`src/rtl/mbp_pkg.sv`:
```
package mbp_pkg;

   // widths fixed by the field definitions
   localparam int VALUE_W   = 32;
   localparam int LEN_W     = 6;
   localparam int TOTAL_W   = 31;
   localparam int PART_W    = 7;
   localparam int FILL_W    = 3;
   localparam int ACC_W     = PART_W + VALUE_W;
   localparam int WORD_W    = ACC_W + 1;
   localparam int MAX_BYTES = 4;
   localparam int CNT_W     = 3;

   // running total limit
   localparam int COUNT_BITS = 31;
   localparam logic [31:0] MAX_TOTAL = 32'((64'd1 << COUNT_BITS) - 64'd1);

   // request queue between front and back
   localparam int QUEUE_DEPTH = 2;
   localparam int QPTR_W      = $clog2(QUEUE_DEPTH);
   localparam int QCNT_W      = $clog2(QUEUE_DEPTH + 1);

   typedef enum logic [1:0] {
      KIND_DATA  = 2'd0,
      KIND_NONE  = 2'd1,
      KIND_RANGE = 2'd2,
      KIND_LONG  = 2'd3
   } kind_type;

   typedef enum logic {
      MODE_APPEND = 1'b0,
      MODE_FINISH = 1'b1
   } mode_type;

   typedef struct packed {
      mode_type             mode;
      logic [VALUE_W-1:0]   value;
      logic [LEN_W-1:0]     bit_len;
   } req_type;

   typedef struct packed {
      logic [7:0]           out_byte;
      kind_type             kind;
      logic                 last_of_run;
      logic [TOTAL_W-1:0]   bits_total;
   } rsp_type;

   // one classified request: the results it causes
   typedef struct packed {
      logic [MAX_BYTES-1:0][7:0] bytes;
      logic [CNT_W-1:0]          count;
      kind_type                  kind;
      logic [TOTAL_W-1:0]        total;
   } job_type;

   typedef struct packed {
      logic not_empty;
      logic not_full;
   } qstat_type;

endpackage

```
`src/rtl/msb_first_bit_packer.sv`:
```
// channel   direction  handshake              payload
// req_      in         req_valid / req_ready  req_data  (mode, value, bit_len)
// rsp_      out        rsp_valid / rsp_ready  rsp_data  (out_byte, kind, last_of_run, bits_total)
//
// a request is checked and the packer state updated in the cycle it is accepted
// each request gives max(1, bytes completed) results, one per cycle while rsp_ready is high, set by the output register
// the first result of a request is written into the queue, then loaded into the output register
// synchronous reset clears packer state, the two-entry queue and the output valid
// with rsp_ready low the output holds; req_ready drops once the queue holds two requests
module msb_first_bit_packer (
   input  logic             clock,
   input  logic             reset,
   input  logic             req_valid,
   output logic             req_ready,
   input  mbp_pkg::req_type req_data,
   output logic             rsp_valid,
   input  logic             rsp_ready,
   output mbp_pkg::rsp_type rsp_data
);
   import mbp_pkg::*;

   job_type   push_job;
   job_type   head;
   qstat_type stat;
   logic      push;
   logic      pop;

   assign req_ready = stat.not_full;
   assign push      = req_valid && stat.not_full;

   // classify requests and track packer state
   mbp_front u_front (
      .clock (clock),
      .reset (reset),
      .req   (req_data),
      .push  (push),
      .job   (push_job)
   );

   // decoupling queue
   mbp_queue u_queue (
      .clock    (clock),
      .reset    (reset),
      .push     (push),
      .push_job (push_job),
      .pop      (pop),
      .head     (head),
      .stat     (stat)
   );

   // result sequencing
   mbp_back u_back (
      .clock      (clock),
      .reset      (reset),
      .head       (head),
      .head_valid (stat.not_empty),
      .pop        (pop),
      .rsp_valid  (rsp_valid),
      .rsp_ready  (rsp_ready),
      .rsp_data   (rsp_data)
   );

endmodule

```
`src/rtl/mbp_front.sv`:
```
module mbp_front (
   input  logic             clock,
   input  logic             reset,
   input  mbp_pkg::req_type req,
   input  logic             push,
   output mbp_pkg::job_type job
);
   import mbp_pkg::*;

   logic [PART_W-1:0]  partial_ff, partial_in;
   logic [FILL_W-1:0]  fill_ff, fill_in;
   logic [TOTAL_W-1:0] total_ff, total_in;

   logic               range_err;
   logic               long_err;
   logic [31:0]        sum;
   logic [ACC_W-1:0]   acc;
   logic [LEN_W-1:0]   nbits;
   logic [WORD_W-1:0]  word;
   logic [7:0]         fin_byte;
   logic [7:0]         pmask;

   // checks and bit joining
   always_comb begin
      range_err = (req.bit_len > LEN_W'(32)) ||
                  ((req.bit_len < LEN_W'(32)) && ((req.value >> req.bit_len) != '0));
      sum       = 32'(total_ff) + 32'(req.bit_len);
      long_err  = sum > MAX_TOTAL;
      acc       = (ACC_W'(partial_ff) << req.bit_len) | ACC_W'(req.value);
      nbits     = LEN_W'(fill_ff) + req.bit_len;
      word      = WORD_W'(acc) << (LEN_W'(WORD_W) - nbits);
      fin_byte  = 8'(partial_ff) << (4'd8 - {1'b0, fill_ff});
      pmask     = (8'd1 << nbits[2:0]) - 8'd1;
   end

   // job building and next state
   always_comb begin
      job        = '0;
      job.count  = CNT_W'(1);
      job.kind   = KIND_NONE;
      job.total  = total_ff;
      partial_in = partial_ff;
      fill_in    = fill_ff;
      total_in   = total_ff;
      if (req.mode == MODE_FINISH) begin
         if (fill_ff != '0) begin
            job.kind     = KIND_DATA;
            job.bytes[0] = fin_byte;
         end
         partial_in = '0;
         fill_in    = '0;
         total_in   = '0;
      end else if (range_err) begin
         job.kind = KIND_RANGE;
      end else if (long_err) begin
         job.kind = KIND_LONG;
      end else begin
         job.total  = sum[TOTAL_W-1:0];
         total_in   = sum[TOTAL_W-1:0];
         fill_in    = nbits[2:0];
         partial_in = acc[PART_W-1:0] & pmask[PART_W-1:0];
         if (nbits[5:3] != '0) begin
            job.kind  = KIND_DATA;
            job.count = nbits[5:3];
            for (int k = 0; k < MAX_BYTES; k++) begin
               job.bytes[k] = word[WORD_W-1-8*k -: 8];
            end
         end
      end
   end

   // packer state
   always_ff @(posedge clock) begin
      if (reset) begin
         partial_ff <= '0;
         fill_ff    <= '0;
         total_ff   <= '0;
      end else if (push) begin
         partial_ff <= partial_in;
         fill_ff    <= fill_in;
         total_ff   <= total_in;
      end
   end

endmodule

```
`src/rtl/mbp_queue.sv`:
```
module mbp_queue (
   input  logic               clock,
   input  logic               reset,
   input  logic               push,
   input  mbp_pkg::job_type   push_job,
   input  logic               pop,
   output mbp_pkg::job_type   head,
   output mbp_pkg::qstat_type stat
);
   import mbp_pkg::*;

   job_type           slot_ff [QUEUE_DEPTH];
   logic [QPTR_W-1:0] wr_ptr_ff, wr_ptr_in;
   logic [QPTR_W-1:0] rd_ptr_ff, rd_ptr_in;
   logic [QCNT_W-1:0] count_ff, count_in;

   assign head           = slot_ff[rd_ptr_ff];
   assign stat.not_empty = count_ff != '0;
   assign stat.not_full  = count_ff != QCNT_W'(QUEUE_DEPTH);

   // pointer and count update
   always_comb begin
      wr_ptr_in = wr_ptr_ff;
      rd_ptr_in = rd_ptr_ff;
      count_in  = count_ff;
      if (push) begin
         wr_ptr_in = (wr_ptr_ff == QPTR_W'(QUEUE_DEPTH - 1)) ? '0 : wr_ptr_ff + 1'b1;
      end
      if (pop) begin
         rd_ptr_in = (rd_ptr_ff == QPTR_W'(QUEUE_DEPTH - 1)) ? '0 : rd_ptr_ff + 1'b1;
      end
      if (push && !pop) begin
         count_in = count_ff + 1'b1;
      end else if (pop && !push) begin
         count_in = count_ff - 1'b1;
      end
   end

   always_ff @(posedge clock) begin
      if (reset) begin
         wr_ptr_ff <= '0;
         rd_ptr_ff <= '0;
         count_ff  <= '0;
      end else begin
         wr_ptr_ff <= wr_ptr_in;
         rd_ptr_ff <= rd_ptr_in;
         count_ff  <= count_in;
      end
   end

   // entry storage
   always_ff @(posedge clock) begin
      if (push) begin
         slot_ff[wr_ptr_ff] <= push_job;
      end
   end

`ifndef NO_ASSERTIONS
   a_no_push_full: assert property (@(posedge clock) disable iff (reset)
      push |-> stat.not_full)
      else $error("queue written while full");
   a_no_pop_empty: assert property (@(posedge clock) disable iff (reset)
      pop |-> stat.not_empty)
      else $error("queue read while empty");
   a_count_step: assert property (@(posedge clock) disable iff (reset)
      (push && !pop) |=> count_ff == $past(count_ff) + 1'b1)
      else $error("queue count missed a write");
`endif

endmodule

```
`src/rtl/mbp_back.sv`:
```
module mbp_back (
   input  logic             clock,
   input  logic             reset,
   input  mbp_pkg::job_type head,
   input  logic             head_valid,
   output logic             pop,
   output logic             rsp_valid,
   input  logic             rsp_ready,
   output mbp_pkg::rsp_type rsp_data
);
   import mbp_pkg::*;

   logic [1:0] idx_ff, idx_in;
   logic       rsp_valid_ff, rsp_valid_in;
   rsp_type    rsp_ff, rsp_in;
   logic       out_free;
   logic       last;
   logic       load;

   assign out_free  = !rsp_valid_ff || rsp_ready;
   assign load      = out_free && head_valid;
   assign last      = {1'b0, idx_ff} == (head.count - 1'b1);
   assign pop       = load && last;
   assign rsp_valid = rsp_valid_ff;
   assign rsp_data  = rsp_ff;

   // next result from the queue head
   always_comb begin
      idx_in       = idx_ff;
      rsp_valid_in = rsp_valid_ff;
      rsp_in       = rsp_ff;
      if (out_free) begin
         rsp_valid_in = head_valid;
      end
      if (load) begin
         rsp_in.out_byte    = head.bytes[idx_ff];
         rsp_in.kind        = head.kind;
         rsp_in.last_of_run = last;
         rsp_in.bits_total  = head.total;
         idx_in             = last ? '0 : idx_ff + 1'b1;
      end
   end

   always_ff @(posedge clock) begin
      if (reset) begin
         idx_ff       <= '0;
         rsp_valid_ff <= 1'b0;
      end else begin
         idx_ff       <= idx_in;
         rsp_valid_ff <= rsp_valid_in;
      end
   end

   always_ff @(posedge clock) begin
      rsp_ff <= rsp_in;
   end

`ifndef NO_ASSERTIONS
   a_idx_in_job: assert property (@(posedge clock) disable iff (reset)
      head_valid |-> ({1'b0, idx_ff} < head.count))
      else $error("byte index beyond job");
   a_idx_idle: assert property (@(posedge clock) disable iff (reset)
      !head_valid |-> idx_ff == '0)
      else $error("byte index left mid job");
   a_only_data_multi: assert property (@(posedge clock) disable iff (reset)
      (rsp_valid_ff && !rsp_ff.last_of_run) |-> rsp_ff.kind == KIND_DATA)
      else $error("non data result not last");
`endif

endmodule

```
`config.mk`:
```
export PLATFORM = sky130hd
export DESIGN_NAME = msb_first_bit_packer
export DESIGN_NICKNAME = d
export VERILOG_FILES = /design/src/rtl/mbp_pkg.sv /design/src/rtl/msb_first_bit_packer.sv /design/src/rtl/mbp_front.sv /design/src/rtl/mbp_queue.sv /design/src/rtl/mbp_back.sv
export SDC_FILE = /design/constraint.sdc
export NUM_CORES = 1
export LEC_CHECK = 0
export BUFFER_PORTS_ARGS = -buffer_cell sky130_fd_sc_hd__buf_4
export CAP_MARGIN = 20
export CORE_UTILIZATION = 40
export DETAILED_ROUTE_END_ITERATION = 8
export PLACE_DENSITY = 0.61
export SLEW_MARGIN = 20
export SYNTH_ARGS = -nofsm -noshare
export SYNTH_HDL_FRONTEND = slang
export SYNTH_SLANG_ARGS = --single-unit
```
`constraint.sdc`:
```
create_clock -name clock -period 6.4 [get_ports clock]
set_input_delay 0.96 -clock clock [delete_from_list [all_inputs] [get_ports clock]]
set_output_delay 0.96 -clock clock [all_outputs]
set_load 0.02 [all_outputs]
```
Yosys cells after proc, flatten, opt, wreduce, memory -nomap -nowiden
Memories as Yosys holds them, arrays and structs flattened. A register that Yosys moved wholly into a read port is not among the register bits.
Cells that the tools add are included.
{"block": "word_totals", "ff_bits": 90, "mem_bits_rw": 136, "in_bits": 43, "word_cells": 88, "n_memories": 1}
{"block": "op_classes", "addsub": 11, "magnitude_cmp": 4, "n_eq_ne": 4, "shifts": 5, "n_mux": 32, "bitwise_logic": 2, "reduce_logical": 17}
{"name": "u_queue.slot_ff", "depth": 2, "width": 68, "read_ports": 1, "rd_clocked_by_memory_dff": 1, "write_ports": 1, "line": "mbp_queue.sv:12", "text": "job_type slot_ff [QUEUE_DEPTH];"}
{"op": "$mux 31", "count": 4}
{"op": "$mux 35", "count": 2}
{"op": "$shl 39x6->40", "count": 1}
{"op": "$or 39x32->39", "count": 1}
{"op": "$shl 7x6->39", "count": 1}
{"op": "$mux 37", "count": 1}
{"op": "$add 31x6->32", "count": 1}
{"op": "$gt 32x31->1 const B", "count": 1}
{"op": "$reduce_bool 32->1", "count": 1}
{"op": "$shr 32x6->32", "count": 1}
{"op": "$mux 24", "count": 1}
{"op": "$mux 8", "count": 3}
{"op": "$mux 7", "count": 3}
{"op": "$bmux 8 s2", "count": 1}
{"op": "$mux 2", "count": 6}
{"op": "$mux 3", "count": 4}
{"op": "$shl 7x4->8", "count": 1}
{"op": "$and 7x7->7", "count": 1}
{"op": "$mux 1", "count": 7}
{"op": "$shl 1x3->7 const A", "count": 1}
{"op": "$sub 7x1->7 const B", "count": 1}
{"op": "$add 3x6->6", "count": 1}
{"op": "$gt 6x6->1 const B", "count": 1}
{"op": "$logic_and 1x1->1", "count": 6}
{"op": "15 further kinds", "count": 24}

Longest topological paths before layout
Gate-level depths: netlist of run 1.
{"block": "depth", "word_depth": 7, "mapped_depth": 16}

By module
Synthesis of run 1 repeated with hierarchy kept, for this count alone.
{"block": "unflattened", "hier_cells": 1410, "hier_area_um2": 14599.0}
{"mod": "mbp_front", "instances": 1, "cells_per_inst": 1099, "area_each_um2": 7737.4, "seq_area_each_um2": 820.8}
{"mod": "mbp_queue", "instances": 1, "cells_per_inst": 234, "area_each_um2": 5205.0, "seq_area_each_um2": 4184.0}
{"mod": "mbp_back", "instances": 1, "cells_per_inst": 76, "area_each_um2": 1650.3, "seq_area_each_um2": 1321.3}
{"mod": "msb_first_bit_packer", "instances": 1, "cells_per_inst": 1, "area_each_um2": 6.3, "seq_area_each_um2": 0.0}

Least setup slack after synthesis of run 1
Ideal clock, no wire load.
{"block": "synth_path", "path_type": "input-to-reg", "startpoint": "input req_data[0] (netlist name)", "endpoint": "memory u_queue.slot_ff[0][56] (netlist name), data pin", "setup_ns": 0.270, "arrival_time_ns": 4.412, "slack_ns": 1.718, "cell_stages": 15, "n_path_buf": 5, "path_cell_list": "ha_1 clkinv_1 clkbuf_1 buf_1 ha_1 ha_1 clkbuf_1 inv_1 clkbuf_1 clkbuf_1 mux2i_1 mux2i_1 mux2_2 a21oi_1 nor2_1"}
{"item": "start, declared", "line": "msb_first_bit_packer.sv:15", "text": "input mbp_pkg::req_type req_data,"}
{"item": "end, declared", "line": "mbp_queue.sv:12"}

==> impl_metrics.csv, run 1 <==
group,metric,value,unit
routing,wl_per_cell,22.2,µm
yosys,ys_top_cells_by_area,"edfxtp_1 (37%), dfxtp_1 (6.9%), mux2_2 (5.0%)",
yosys,synth-seq-cells,227,
yosys,ys.flop_type,"edfxtp_1",
sta,finalHoldViolCount,0,
yosys,synth_top_family_by_area,"compound AO/OA/AOI/OAI gates",
finish,n_fill_cell,3260,
floorplanning,rows,68,
sta,tns,0,ps
routing,wl,41900,µm
cts,clk_path_buf_depth,3,
yosys,synth-edff-count,178,
power_and_ir_drop,leakage,5.73,nW
run_status,outcome,"finished, final reports clean",
cts,cts_tree,"done",
cts,cts.hold.buffers_added,0,
floorplanning,dieArea,36500,µm²
critical_path,crit_type,"in -> reg",
cts,clockRootBuffer,"clkbuf_16",
critical_path,crit_path_start_kind,"input port",
critical_path,path_max_fanout,52,
place,dp_slack,1240,ps
critical_path,cp.required,6640,ps
critical_path,end_kind,"flop",
power_and_ir_drop,power,4.86,mW
global_route,grt_max_degree,53,
sta,setup_violations,0,
power_and_ir_drop,pwr_density_cell,303,nW/µm²
routing,route.detailed.drc,0,
yosys,yosys_warnings,0,
yosys,synth_area_per_cell,10.3,µm²
yosys,synth_cell_types,91,
floorplanning,placeableCoreArea,34900,µm²
yosys,synth_cells,1386,
critical_path,crit_arrival,4970,ps
sta,worst_pin_slew,1140,ps
yosys,synth_area,14300,µm²
finish,area_growth,12.1,%
floorplanning,start_util,41.0,%
routing,vias_per_cell,6.20,
sta,clock_skew,17.9,ps
cts,cts_buffers,24,
global_route,grt-ovfl-total,0,
yosys,yosys-mux-area-fraction,13.2,%
yosys,yosysSeqAreaShare,44.2,%
routing,routed.top_layer,"met4",
yosys,yosysTopAreaCell,"edfxtp_1",
floorplanning,io_pins,87,
cts,clk_pin_slew_worst_paths,60,ps
sta,setup_slack,1670,ps
yosys,synth_compound_area_share,18.8,%
routing,drt_iter0_drc,1363,
routing,vias,11726,
yosys,synth_fa_ha_area_share,2.03,%
cts,postCtsSetupBuffers,0,
finish,antenna_cells,0,
sta,period_needed,4730,ps
finish,finish.utilization,46.0,%
finish,final_cell_mix,"edfxtp_1 (178), nand2_1 (108), buf_4 (107), nor2_1 (103), o21ai_0 (67)",
finish,drive_gt1_share,18.7,%
cts,htreeDepth,1,
yosys,synth_nets,1451,
yosys,synth_top_area_share,37.3,%
sta,period_share,73.9,%
run,maxCapViolCount,0,
global_route,antenna_found_initial,0,
yosys,synthArstFlopShare,0,%
cts,clock_sinks,227,
sta,fmax,211,MHz
worst_hold_path,min_path_type,"reg -> reg",
routing,wl_met2,18800,µm
routing,met1Wirelength,18700,µm
global_route,grt_first_pass_wirelength,64200,µm
sta,maxSlewHeadroom,22.8,%
floorplanning,die_h,191,µm
routing,ant_nets,0,
cts,insertion_delay,520,ps
power_and_ir_drop,peakVddDrop,238,µV
cts,cts.repair.resized,0,
routing,dr_wl_met3,2380,µm
floorplanning,die_x,191,µm
place,place.gp.congestion,1.01,
sta,rsz0062_at_grt,"false",
place,port_buffers,86,
routing,drt-pass1-iter-count,7,
yosys,synth_xor_area_share,2.75,%
global_route,grt_pass1_vias,10858,
finish,nets,1483,
finish,layout_commonest_cell,"edfxtp_1",
yosys,synthSimpleGateAreaFrac,15.1,%
place,post-dp-hpwl,30200,µm
sta,slew_violations,0,
global_route,globalRouteTotalUtil,22.7,%
## layout make-up
class | instances | area (µm²) | area share, %
Inverter | 32 | 120 | 0.749
Multi-Input combinational cell | 1026 | 7470 | 46.6
Timing Repair Buffer | 107 | 803 | 5.01
Clock buffer | 31 | 647 | 4.03
Sequential cell | 227 | 6330 | 39.4
Tap cell | 455 | 569 | 3.55
Clock inverter | 12 | 98.8 | 0.616
## kinds of logic (layout without fill, tap and decap cells)
logic type               Yosys count  count (layout)
AO/OA/AOI/OAI                    383             383
XOR/XNOR                          45              45
adder cells (fa/ha/maj)           22              22
buffers and inverters            133             182
flip-flops                       227             227
multiplexers                     146             146
AND/OR/NAND/NOR                  430             430
## metal layers
metal / vias to the layer above / GRT usage [%]
met5: - / 0
met2: 489 / 35.7
met3: 108 / 2.18
li1: 5429 / -
met4: 0 / 10.4
met1: 5700 / 31.4
## critical path: stages
cell,delay [ps]
buf_4,430
ha_2,290
inv_1,50
fa_1,530
ha_1,290
ha_1,330
buf_4,510
a22oi_1,250
mux2_2,350
mux4_2,450
a311oi_1,340
o21ai_1,140
## worst paths after layout
path                                     start                                end  slack, ps  depth (start not counted)
max reg2reg    u_front.fill_ff[0]$_SDFFE_PP0P_   u_queue.slot_ff[0][36]$_DFFE_PP_       1890                         11
min          u_front.total_ff[12]$_SDFFE_PP0P_  u_front.total_ff[12]$_SDFFE_PP0P_        470                          1
min reg2reg  u_front.total_ff[12]$_SDFFE_PP0P_  u_front.total_ff[12]$_SDFFE_PP0P_        470                          1
max                                req_data[0]   u_queue.slot_ff[0][36]$_DFFE_PP_       1670                         12
## synthesized netlist by cell type, types with 7 or more instances
library cell	instances
nor2b_1	17
edfxtp_1	178
o211a_1	7
inv_1	30
nor3_1	47
mux4_2	26
a22oi_1	15
mux2i_1	52
a21oi_1	63
xor2_1	28
or3_1	7
mux2_2	63
a211oi_1	29
nand3_1	29
a211o_1	9
dfxtp_1	49
nor3b_1	7
nor4_1	7
a311oi_1	10
a31oi_1	27
nor2_1	104
a22o_1	19
nand2_1	108
xnor2_1	17
buf_1	17
o21ai_0	67
buf_2	9
nand2b_1	11
o211ai_1	19
ha_1	20
and2_1	16
and3_1	19
nand3b_1	10
o31ai_1	9
clkbuf_1	69
o22ai_1	13
or4_1	14
## power by group
part	leakage (nW)	switching [mW]	internal (mW)	total (mW)
Sequential	2.11	0.130	1.97	2.10
Combinational	3.25	0.844	0.601	1.44
Clock	0.368	0.553	0.756	1.31
## registers in the layout (all words and copies together) (netlist names), named ones only
register and cells:
u_back.idx_ff 2, u_queue.wr_ptr_ff 1, u_back.rsp_valid 1, u_front.partial_ff 7
u_front.fill_ff 3, u_queue.count_ff 2, u_queue.rd_ptr_ff 1, u_back.rsp_data 42
u_front.total_ff 31, u_queue.slot_ff 136
## metrics by stage
step	std cells	hold slack [ps]	cell area (µm²)
3_5_place_dp	1847	464	15300
2_1_floorplan	1386	437	14300
6_report	1890	472	16000
5_1_grt	1890	494	16000
3_3_place_gp	1847	454	15300
4_1_cts	1890	472	16000
No activity file was read; power rests on OpenSTA's default activity.
==> inputs of run 2 (changes only) <==
Clock period 6.4 ns to 4.4 ns, I/O delays scaled along.
==> impl_metrics.csv, run 2 (synthesis results as in run 1) <==
group,metric,value,unit
run_status,outcome,"finished, final reports clean",
critical_path,crit_type,"reg -> reg",
cts,clk_pin_slew_worst_paths,60,ps
place,post-dp-hpwl,31200,µm
floorplanning,io_pins,87,
routing,wl_per_cell,21.8,µm
floorplanning,die_x,191,µm
place,place.gp.congestion,0.972,
sta,fmax,262,MHz
finish,final_cell_mix,"edfxtp_1 (178), buf_4 (168), nand2_1 (108), nor2_1 (103), o21ai_0 (67)",
worst_hold_path,min_path_type,"in -> reg",
sta,clock_skew,22.3,ps
run,maxCapViolCount,0,
floorplanning,dieArea,36500,µm²
floorplanning,placeableCoreArea,34900,µm²
sta,tns,0,ps
finish,antenna_cells,0,
critical_path,cp.required,4640,ps
routing,wl,42600,µm
worst_hold_path,hold_path_depth,3,
sta,setup_violations,0,
sta,hold-worst-slack,483,ps
finish,largest_reg_flops,136,
critical_path,end_kind,"flop",
place,dpl_cell_area,15800,µm²
global_route,grt_first_pass_wirelength,66800,µm
global_route,grt_max_degree,55,
power_and_ir_drop,leakage,6.06,nW
cts,clk_path_buf_depth,3,
critical_path,crit_path_start_kind,"flop",
critical_path,cp.depth,11,
critical_path,crit_chain,"inv_1 > fa_1 > ha_1 > ha_1 > inv_1 > and2_1 > a22oi_1 > mux2_2 > mux4_2 > a311oi_1 > o21ai_1",
cts,clock_sinks,227,
routing,vias_per_cell,6.09,
cts,insertion_delay,530,ps
global_route,grt-ovfl-total,0,
critical_path,endpoint,"u_queue.slot_ff[0][36]$_DFFE_PP_",
sta,worst_pin_slew,899,ps
routing,ant_nets,0,
power_and_ir_drop,peakVddDrop,340,µV
critical_path,max_stage_delay,520,ps
power_and_ir_drop,pwr_density_cell,433,nW/µm²
sta,period_share,86.8,%
critical_path,setup.worst_path.start,"u_front.fill_ff[1]$_SDFFE_PP0P_",
sta,maxSlewHeadroom,39.1,%
critical_path,worstReg2RegStart,"u_front.fill_ff[1]$_SDFFE_PP0P_",
finish,area_growth,15.8,%
critical_path,r2r_cells,11,
finish,multi_input_area,7470,µm²
routing,vias,11905,
finish,drive_gt1_share,22.1,%
sta,rsz0062_at_grt,"false",
critical_path,path_max_fanout,9,
critical_path,cp.buffers_inverters,2,
floorplanning,rows,68,
cts,cts.repair.resized,0,
finish,nets,1547,
routing,drt-pass1-iter-count,5,
sta,slew_violations,0,
global_route,globalRouteTotalUtil,23.5,%
critical_path,path_delay_family,"adder cells",
routing,route.detailed.drc,0,
finish,register_area,6330,µm²
critical_path,crit_arrival,4050,ps
cts,cts_tree,"done",
sta,period_needed,3820,ps
cts,cts_buffers,24,
place,port_buffers,86,
cts,clockRootBuffer,"clkbuf_16",
finish,design_area,16600,µm²
routing,drt_iter0_drc,1137,
cts,htreeDepth,1,
global_route,grt_pass1_vias,11500,
finish,layout_commonest_cell,"edfxtp_1",
finish,n_fill_cell,3245,
sta,finalHoldViolCount,0,
floorplanning,die_h,191,µm
cts,postCtsSetupBuffers,0,
critical_path,worstReg2RegEnd,"u_queue.slot_ff[0][36]$_DFFE_PP_",
floorplanning,start_util,41.0,%
cts,cts.hold.buffers_added,0,
critical_path,critPathSlowestCell,"fa_1",
critical_path,ff2ff_setup_slack,580,ps
global_route,antenna_found_initial,0,
finish,regMostFlops,"u_queue.slot_ff",
run 2: cell count changes in the layout (fill, tap and decap cells not counted), sizes merged:
cell / previous run / this run
buf: 107 / 171
clkbuf: 31 / 33
bufinv: 1 / 2
clkinv: 11 / 9
run 2: how the worst min path moves through the flow:
stage	startpoint	end	slack, ps
floorplan	u_front.total_ff[12]$_SDFFE_PP0P_	u_front.total_ff[12]$_SDFFE_PP0P_	440
global placement	u_front.total_ff[12]$_SDFFE_PP0P_	u_front.total_ff[12]$_SDFFE_PP0P_	460
detailed placement	u_front.total_ff[16]$_SDFFE_PP0P_	u_front.total_ff[16]$_SDFFE_PP0P_	460
CTS	rsp_ready	u_back.rsp_valid$_SDFFE_PP0P_	460
global route	rsp_ready	u_back.rsp_valid$_SDFFE_PP0P_	490
finish	rsp_ready	u_back.rsp_valid$_SDFFE_PP0P_	480
run 2: worst min-delay path, cell delays in order:
cell      delay (ps)
buf_4             70
nand2b_1         130
a21oi_1           80
run 2: power breakdown:
group | internal [mW] | switching (mW) | leakage (nW)
Sequential | 2.87 | 0.133 | 2.11
Clock | 1.13 | 0.804 | 0.370
Combinational | 0.936 | 1.29 | 3.58
run 2: routing by layer:
| metal | up-vias | global-route usage [%] | share of wire, % |
|---|---|---|---|
| met5 | - | 0 | 0 |
| met1 | 5776 | 32.2 | 44 |
| met3 | 99 | 2.20 | 6.0 |
| li1 | 5564 | - | - |
| met4 | 0 | 10.3 | 4.3 |
| met2 | 466 | 37.8 | 46 |
run 2: layout make-up:
class | instances | area share, %
multi-input cells | 1026 | 45.1
flip-flops and latches | 227 | 38.2
repair buffers | 171 | 7.98
clock buffers | 33 | 3.83
well taps | 455 | 3.44
clock inverters | 11 | 0.725
inverters | 32 | 0.725
run 2: per-stage QoR:
step,power [mW],instances,utilization (%),setup slack [ps]
final,7.17,1955,47.5,581
after global routing,7.53,1955,47.5,323
after CTS,7.25,1955,47.5,615
after detailed placement,5.29,1911,45.3,63.2
after global placement,5.25,1911,45.3,126
after floorplan,4.48,1386,-,17.6
==> inputs of run 3 (changes only) <==
Settings changed: ABC_AREA set to 1.
==> impl_metrics.csv, run 3 <==
group,metric,value,unit
place,dp_slack,300,ps
run,maxCapViolCount,0,
sta,setup_slack,699,ps
yosys,synth_cells,2021,
cts,clk_pin_slew_worst_paths,60,ps
sta,fmax,270,MHz
cts,clockRootBuffer,"clkbuf_16",
sta,worst_pin_slew,986,ps
finish,finish.utilization,45.9,%
yosys,synth_top_area_share,36.2,%
global_route,grt-ovfl-total,0,
yosys,synth_nets,2086,
finish,final_cell_mix,"nand2_1 (574), nand3_1 (386), edfxtp_1 (178), nor2_1 (139), o21ai_0 (131)",
place,post-dp-hpwl,34800,µm
run_status,outcome,"finished, final reports clean",
sta,maxSlewHeadroom,34.3,%
cts,clock_sinks,227,
cts,clk_path_buf_depth,3,
routing,vias,14034,
sta,period_needed,3700,ps
sta,rsz0062_at_grt,"false",
yosys,ys.flop_type,"edfxtp_1",
yosys,yosysTopAreaCell,"edfxtp_1",
floorplanning,die_h,194,µm
yosys,synthArstFlopShare,0,%
cts,cts_tree,"done",
finish,drive_gt1_share,9.43,%
power_and_ir_drop,leakage,6.88,nW
yosys,synth_fa_ha_area_share,1.97,%
sta,hold-worst-slack,437,ps
routing,wl,47100,µm
yosys,synth-edff-count,178,
critical_path,path_max_fanout,21,
cts,cts.repair.resized,0,
power_and_ir_drop,pwr_density_cell,513,nW/µm²
yosys,synth_xor_area_share,1.31,%
finish,layout_commonest_cell,"nand2_1",
sta,period_share,84.1,%
critical_path,end_kind,"flop",
finish,nets,2113,
global_route,grt_max_degree,69,
finish,area_growth,11.8,%
finish,fin_cells,2530,
sta,slew_violations,0,
routing,drt-pass1-iter-count,6,
floorplanning,dieArea,37600,µm²
place,port_buffers,86,
yosys,synth-seq-cells,227,
floorplanning,io_pins,87,
power_and_ir_drop,peakVddDrop,271,µV
place,dpl_cell_area,15700,µm²
critical_path,max_stage_delay,450,ps
critical_path,crit_chain,"buf_4 > ha_1 > a21oi_1 > o21ai_1 > nor2_1 > o21ai_2 > nand3_2 > nand3_1 > nand3b_4 > nor2_2 > nand2_1 > a21oi_1",
sta,finalHoldViolCount,0,
critical_path,crit_type,"in -> reg",
yosys,yosys_warnings,0,
finish,n_fill_cell,3622,
cts,insertion_delay,550,ps
floorplanning,die_x,194,µm
sta,clock_skew,38.7,ps
finish,largest_reg_flops,136,
routing,wl_per_cell,18.6,µm
critical_path,crit_path_start_kind,"input port",
routing,vias_per_cell,5.55,
finish,design_area,16500,µm²
yosys,synth_area,14700,µm²
worst_hold_path,min_path_type,"in -> reg",
yosys,synth_cell_types,51,
cts,postCtsSetupBuffers,0,
routing,drt_iter0_drc,1736,
critical_path,path_common_cell,"a21oi_1",
critical_path,cp.required,4730,ps
routing,ant_nets,0,
global_route,globalRouteTotalUtil,24.8,%
cts,cts_buffers,26,
yosys,synth_top_family_by_area,"simple AND/OR/NAND/NOR gates",
place,place.gp.congestion,0.973,
yosys,synth.most_common_cell,"nand2_1",
critical_path,crit_arrival,4030,ps
global_route,grt_pass1_vias,12761,
yosys,synth_common_cells,"nand2_1 (574), nand3_1 (386), edfxtp_1 (178)",
global_route,antenna_found_initial,1,
yosys,synthSimpleGateAreaFrac,35.3,%
global_route,grt_first_pass_wirelength,73400,µm
sta,setup_violations,0,
routing,route.detailed.drc,0,
floorplanning,placeableCoreArea,35900,µm²
power_and_ir_drop,power,8.46,mW
place,numPlacedInstances,2481,
floorplanning,start_util,41.1,%
yosys,yosysSeqAreaShare,42.9,%
critical_path,critPathSlowestCell,"nor2_2",
cts,cts.hold.buffers_added,0,
floorplanning,rows,69,
yosys,synth_area_per_cell,7.30,µm²
yosys,ys_top_cells_by_area,"edfxtp_1 (36%), nand2_1 (15%), nand3_1 (13%)",
sta,tns,0,ps
yosys,yosys-mux-area-fraction,0.272,%
finish,regMostFlops,"u_queue.slot_ff",
cts,htreeDepth,1,
yosys,synth_compound_area_share,10.9,%
## run 3: cell count changes after synthesis, sizes merged, moves of 33 or more
cell / change
nand2: +470
inv: +105
nor2: +40
mux2: -67
o21ai: +92
a21oi: +33
nand4: +33
mux2i: -49
nand3: +360
## run 3: cell families after synthesis
group,count (synthesis)
adders and majority gates,22
and+or+nand+nor,1191
AOI/OAI and AO/OA,300
muxes,4
buffers and inverters,255
xor gates and xnor gates,22
DFF,227
## run 3: path summary, 6_finish.rpt
check                                        start                               end  slack, ps  cells past startpoint
setup / recovery                       req_data[2]  u_queue.slot_ff[0][65]$_DFFE_PP_        700                     12
hold / removal                               reset   u_front.fill_ff[1]$_SDFFE_PP0P_        440                      2
setup reg to reg  u_front.total_ff[4]$_SDFFE_PP0P_  u_queue.slot_ff[0][65]$_DFFE_PP_        720                     11
hold reg to reg   u_queue.slot_ff[0][24]$_DFFE_PP_     u_back.rsp_data[24]$_DFFE_PP_        480                      2
## run 3: area by class of cell
type	instances	area [µm²]	area share [%]
Antenna cell	1	2.50	0.0152
Clock buffer	36	688	4.17
Clock inverter	12	105	0.637
Inverter	139	524	3.18
Multi-Input combinational cell	1539	7370	44.7
Sequential cell	227	6330	38.4
Tap cell	461	577	3.50
Timing Repair Buffer	115	901	5.46
## run 3: metal layers
| metal | vias to the layer above | GRT usage [%] | share of wire, % |
|---|---|---|---|
| li1 | 6965 | - | - |
| met1 | 6491 | 37.3 | 48 |
| met5 | - | 0 | 0 |
| met3 | 72 | 2.99 | 6.2 |
| met2 | 506 | 36.4 | 42 |
| met4 | 0 | 8.32 | 3.0 |
## run 3: worst max-delay path: cells and delay by family
kind                       cells  cell delay [ps]
adders and majority gates      1              340
AOI/OAI and AO/OA              4              930
and+or+nand+nor                6             1830
buffers and inverters          1              260
## run 3: power by group
part / switching, mW / leakage, nW / internal [mW]
clock: 0.871 / 0.380 / 1.16
sequential: 0.220 / 2.11 / 3.00
combinational: 2.20 / 4.38 / 1.02
total: 3.29 / 6.88 / 5.17
